File: config.mk
export PLATFORM = sky130hd
export DESIGN_NAME = mbc_fifo
export DESIGN_NICKNAME = d
export VERILOG_FILES = /design/src/rtl/mbc_pkg.sv /design/src/rtl/mbc_fifo.sv
export SDC_FILE = /design/constraint.sdc
export NUM_CORES = 1
export LEC_CHECK = 0
export BUFFER_PORTS_ARGS = -buffer_cell sky130_fd_sc_hd__buf_2
export CAP_MARGIN = 10
export CORE_UTILIZATION = 30
export CTS_CLUSTER_DIAMETER = 30
export DETAILED_ROUTE_END_ITERATION = 16
export PLACE_DENSITY_LB_ADDON = 0.12
export SLEW_MARGIN = 25
export SYNTH_ARGS = -nofsm -noshare
export SYNTH_HDL_FRONTEND = slang
export SYNTH_SLANG_ARGS = --single-unit
File: constraint.sdc
create_clock -name clock -period 2.68 [get_ports clock]
set_input_delay 0.268 -clock clock [delete_from_list [all_inputs] [get_ports clock]]
set_output_delay 0.268 -clock clock [all_outputs]
set_load 0.1 [all_outputs]
File: src/rtl/mbc_pkg.sv
package mbc_pkg;

   localparam int MAX_WIDTH_DEFAULT      = 1024;
   localparam int COEF_FRAC_BITS_DEFAULT = 12;
   localparam int FIFO_DEPTH             = 16;

   localparam logic [2:0] REG_IMAGE_WIDTH     = 3'd0;
   localparam logic [2:0] REG_IMAGE_HEIGHT    = 3'd1;
   localparam logic [2:0] REG_COEF_ROW_TOP    = 3'd2;
   localparam logic [2:0] REG_COEF_ROW_MID    = 3'd3;
   localparam logic [2:0] REG_COEF_ROW_BOTTOM = 3'd4;

   localparam logic [10:0] IMAGE_WIDTH_RESET     = 11'd512;
   localparam logic [10:0] IMAGE_HEIGHT_RESET    = 11'd512;
   localparam logic [47:0] COEF_ROW_TOP_RESET    = 48'h0000_1000_0000;
   localparam logic [47:0] COEF_ROW_MID_RESET    = 48'h1000_C000_1000;
   localparam logic [47:0] COEF_ROW_BOTTOM_RESET = 48'h0000_1000_0000;

   typedef logic [2:0][2:0][7:0] mbc_window_type;

   typedef struct packed {
      logic emit_left;
      logic emit_end;
      logic lc_two;
      logic tr_two;
      logic last_row;
   } mbc_ctrl_type;

   typedef struct packed {
      logic [7:0] pixel;
      logic       end_of_row;
      logic       end_of_frame;
   } mbc_result_type;

endpackage

File: src/rtl/mbc_fifo.sv
module mbc_fifo (
   input  logic                          clock,
   input  logic                          reset,
   input  logic [1:0]                    push_count,
   input  mbc_pkg::mbc_result_type [1:0] push_data,
   input  logic                          pop,
   output logic                          out_valid,
   output mbc_pkg::mbc_result_type       out_data
);

   localparam int PTRW = $clog2(mbc_pkg::FIFO_DEPTH);
   localparam int CNTW = $clog2(mbc_pkg::FIFO_DEPTH + 1);

   mbc_pkg::mbc_result_type queue_mem [mbc_pkg::FIFO_DEPTH];
   mbc_pkg::mbc_result_type out_data_ff;

   logic [PTRW-1:0] wr_ptr_ff, wr_ptr_in;
   logic [PTRW-1:0] rd_ptr_ff, rd_ptr_in;
   logic [CNTW-1:0] count_ff, count_in;
   logic            out_valid_ff, out_valid_in;
   logic            load;

   always_ff @(posedge clock) begin
      if (push_count != 2'd0) begin
         queue_mem[wr_ptr_ff] <= push_data[0];
      end
      if (push_count == 2'd2) begin
         queue_mem[wr_ptr_ff + PTRW'(1)] <= push_data[1];
      end
   end

   always_ff @(posedge clock) begin
      if (load) begin
         out_data_ff <= queue_mem[rd_ptr_ff];
      end
   end

   always_comb begin
      load      = (count_ff != '0) && (!out_valid_ff || pop);
      wr_ptr_in = wr_ptr_ff + PTRW'(push_count);
      rd_ptr_in = rd_ptr_ff + PTRW'(load);
      count_in  = count_ff + CNTW'(push_count) - CNTW'(load);
      if (load) begin
         out_valid_in = 1'b1;
      end else if (pop) begin
         out_valid_in = 1'b0;
      end else begin
         out_valid_in = out_valid_ff;
      end
   end

   always_ff @(posedge clock) begin
      if (reset) begin
         wr_ptr_ff    <= '0;
         rd_ptr_ff    <= '0;
         count_ff     <= '0;
         out_valid_ff <= 1'b0;
      end else begin
         wr_ptr_ff    <= wr_ptr_in;
         rd_ptr_ff    <= rd_ptr_in;
         count_ff     <= count_in;
         out_valid_ff <= out_valid_in;
      end
   end

   assign out_valid = out_valid_ff;
   assign out_data  = out_data_ff;

endmodule

==> out/results.ini <==
[clock_tree]
cts.sinks = 184
htreeDepth = 4
cts-root-buf = clkbuf_16
clk_pin_slew_ns = 0.07
cts_inserted_buffers = 17
clockBufferDepth = 2
ctsHoldBuffers = 0
clk_latency_ns = 0.43
cts_tree = done

[pwr]
internal_power_uw = 6050
seqPwrFrac_pct = 39.3
p_leak_uw = 0.00357
combPwrFrac_pct = 30.8
power.switching_uw = 3040
power_uw = 9080
peakVddDrop_uv = 383
sw_frac_of_total_pct = 33.4
power.density_nw_per_um2 = 849
clockPowerShare_pct = 29.9

[synth]
synth_top_area_share_pct = 55.1
syn_inst = 576
synth-edff-count = 170
synth_common_cells = edfxtp_1 (170), mux2_2 (145), mux4_2 (40)
yosysUniqueCellTypes = 39
ys_seq_area_share_pct = 58.1
yosysTopAreaCell = edfxtp_1
yosys_warnings = 0
synthesis.area_um2 = 9260
synthTopCellsByArea = edfxtp_1 (55%), mux2_2 (18%), mux4_2 (9.7%), dfxtp_1 (3.0%), mux2_1 (1.8%)
ys_ff_latch = 184
synth_nets = 614
synthFlopType = edfxtp_1
yosysMostFrequentCell = edfxtp_1
avgSynthCellArea_um2 = 16.1
synthArstFlopShare_pct = 0

[layout]
fill_cells = 2830
drive_above_1_share_pct = 49.4
area_growth_pct = 15.5
final_area_um2 = 10700
nets = 659
diodes = 0

[die]
die_area_um2 = 31600
design.portCount = 36
initial_core_util_pct = 30.8
die_w_um = 178
coreArea_um2 = 30000
die_h_um = 178
num_rows = 63

[placement]
gp_congestion = 0.790
place_ws_ns = 0.0325
numPortBuffers = 35
dp_hpwl_mm = 15.6
dpl-instance-area_um2 = 10000

[setup_path]
r2r_start = count_ff[3]
critPathArrivalTime_ns = 2.89
cp-end-kind = flip-flop
rrSetupSlack_ns = 0.16
cp_slowest_stage_delay_ns = 0.38
cp.required_ns = 3.05
critPathLaunchType = flip-flop
r2r_end = count_ff[4]
slowest_stage = fa_2
critPathMostFrequentCell = ha_1
crit_fanout = 2
r2r_cells = 12
path_class = flip-flop to flip-flop
crit_chain = inv_1 > ha_1 > nor4b_4 > nor2b_2 > ha_1 > inv_1 > ha_1 > fa_2 > a21oi_2 > nor2_1 > or3_1 > a21oi_1

[timing]
fmax_ghz = 0.397
hold_viol_final = 0
period_minus_slack_ns = 2.52
fin_setup_tns_ns = 0
slew_violations = 0
worst_clock_skew_ns = 0.00786
tightest_slew_ns = 0.720
fin_hold_ws_ns = 0.118
setup_ws_ns = 0.158
setup_viol = 0
slew_headroom_pct = 51.9
fin_crit_sh_pct = 94.1

[worst_hold_path]
holdPathStages = 3
hp-start = pop
holdCritPathClass = primary input to flip-flop
min_to = out_valid

[global_route]
antenna_found_initial = 0
grtUsageTotal_pct = 17.1
grt_pass1_wl_mm = 37.6
grt_max_degree = 42
grt_pass1_vias = 5584
gr-total-overflow = 0

[drt]
vias_per_cell = 5.05
ant_nets = 0
drc = 0
dr.pass1.iters = 4
wl_mm = 25.2
wire_per_inst_um = 24.6
vias = 5162
drt_iter0_drc = 344

[outcome]
status = complete, no violations

[flow_run]
maxCapViolations = 0

==> what timing repair did <==
item                       4_1_cts  5_1_grt
gates resized for setup          0        3
buffers inserted                 0        1
setup endpoints to repair        0        1
==> power by group through the flow <==
stage / Clock [uW] / Sequential [uW] / Combinational (uW)
floorplan: 0 / 4200 / 1450
detailed placement: 0 / 3630 / 2790
global route: 2890 / 3600 / 3010
CTS: 2780 / 3570 / 2790
global placement: 0 / 3620 / 2750
finish: 2720 / 3570 / 2800
==> cell type report <==
cell class / instances / area, um2 / area share (%)
Multi-Input combinational cell: 338 / 3700 / 34.6
Inverter: 12 / 45.0 / 0.421
Clock inverter: 14 / 203 / 1.89
Sequential cell: 184 / 5390 / 50.4
Timing Repair Buffer: 68 / 448 / 4.19
Tap cell: 390 / 488 / 4.56
Clock buffer: 17 / 425 / 3.98
==> how the worst max path moves through the flow <==
stage                      from     endpoint  cells past startpoint
floorplan           count_ff[2]  count_ff[4]                     12
global placement    count_ff[2]  count_ff[4]                     12
detailed placement  count_ff[3]  count_ff[4]                     12
CTS                 count_ff[3]  count_ff[4]                     12
global route        count_ff[2]  count_ff[4]                     12
finish              count_ff[3]  count_ff[4]                     12
==> per-stage QoR <==
stage               std cells  util [%]
floorplan                 576         -
global placement          991      33.4
detailed placement        991      33.5
CTS                      1022      35.5
global route             1023      35.6
finish                   1023      35.6
==> placed cells by master, fill, tap and decap left out, drive strengths merged, types with 3 or more instances in the layout <==
cell type / count
edfxtp: 170
ha: 11
a22oi: 20
nor2: 30
a21oi: 6
xnor2: 4
nor2b: 10
nand2: 27
nand2b: 4
nor3: 8
mux2: 160
bufinv: 4
inv: 13
xor2: 3
mux4: 40
clkinv: 7
dfxtp: 14
buf: 68
clkbuf: 17
==> routing by layer <==
metal / wire length [um] / track usage [%] / up-vias
met5: 0 / 0 / -
met4: 478 / 5.70 / 0
met3: 897 / 2.57 / 29
met2: 12600 / 29.1 / 124
met1: 11200 / 22.1 / 2675
li1: - / - / 2334
==> kinds of logic after synthesis <==
family / after synthesis / synth area share, %
buffers and inverters: 54 / 2.51
AND/OR/NAND/NOR: 87 / 5.27
flip-flops: 184 / 58.1
AO/OA/AOI/OAI: 31 / 2.34
multiplexers: 200 / 29.2
adder cells (fa/ha/maj): 13 / 1.92
XOR/XNOR: 7 / 0.662
==> state kept, by name (all words and copies together) (netlist names) <==
signal,flops
wr_ptr_ff,4
queue_mem,160
rd_ptr_ff,4
count_ff,5
out_data,10
out_valid,1
==> critical path, delay by kind of cell (launching register included) <==
kind            cells  cell delay, ns
flops               1            0.33
fa+ha+maj           4            1.01
compound gates      2            0.29
simple gates        4            0.70
buf+inv             2            0.12
Note: power is estimated with default switching activity, not from simulation.
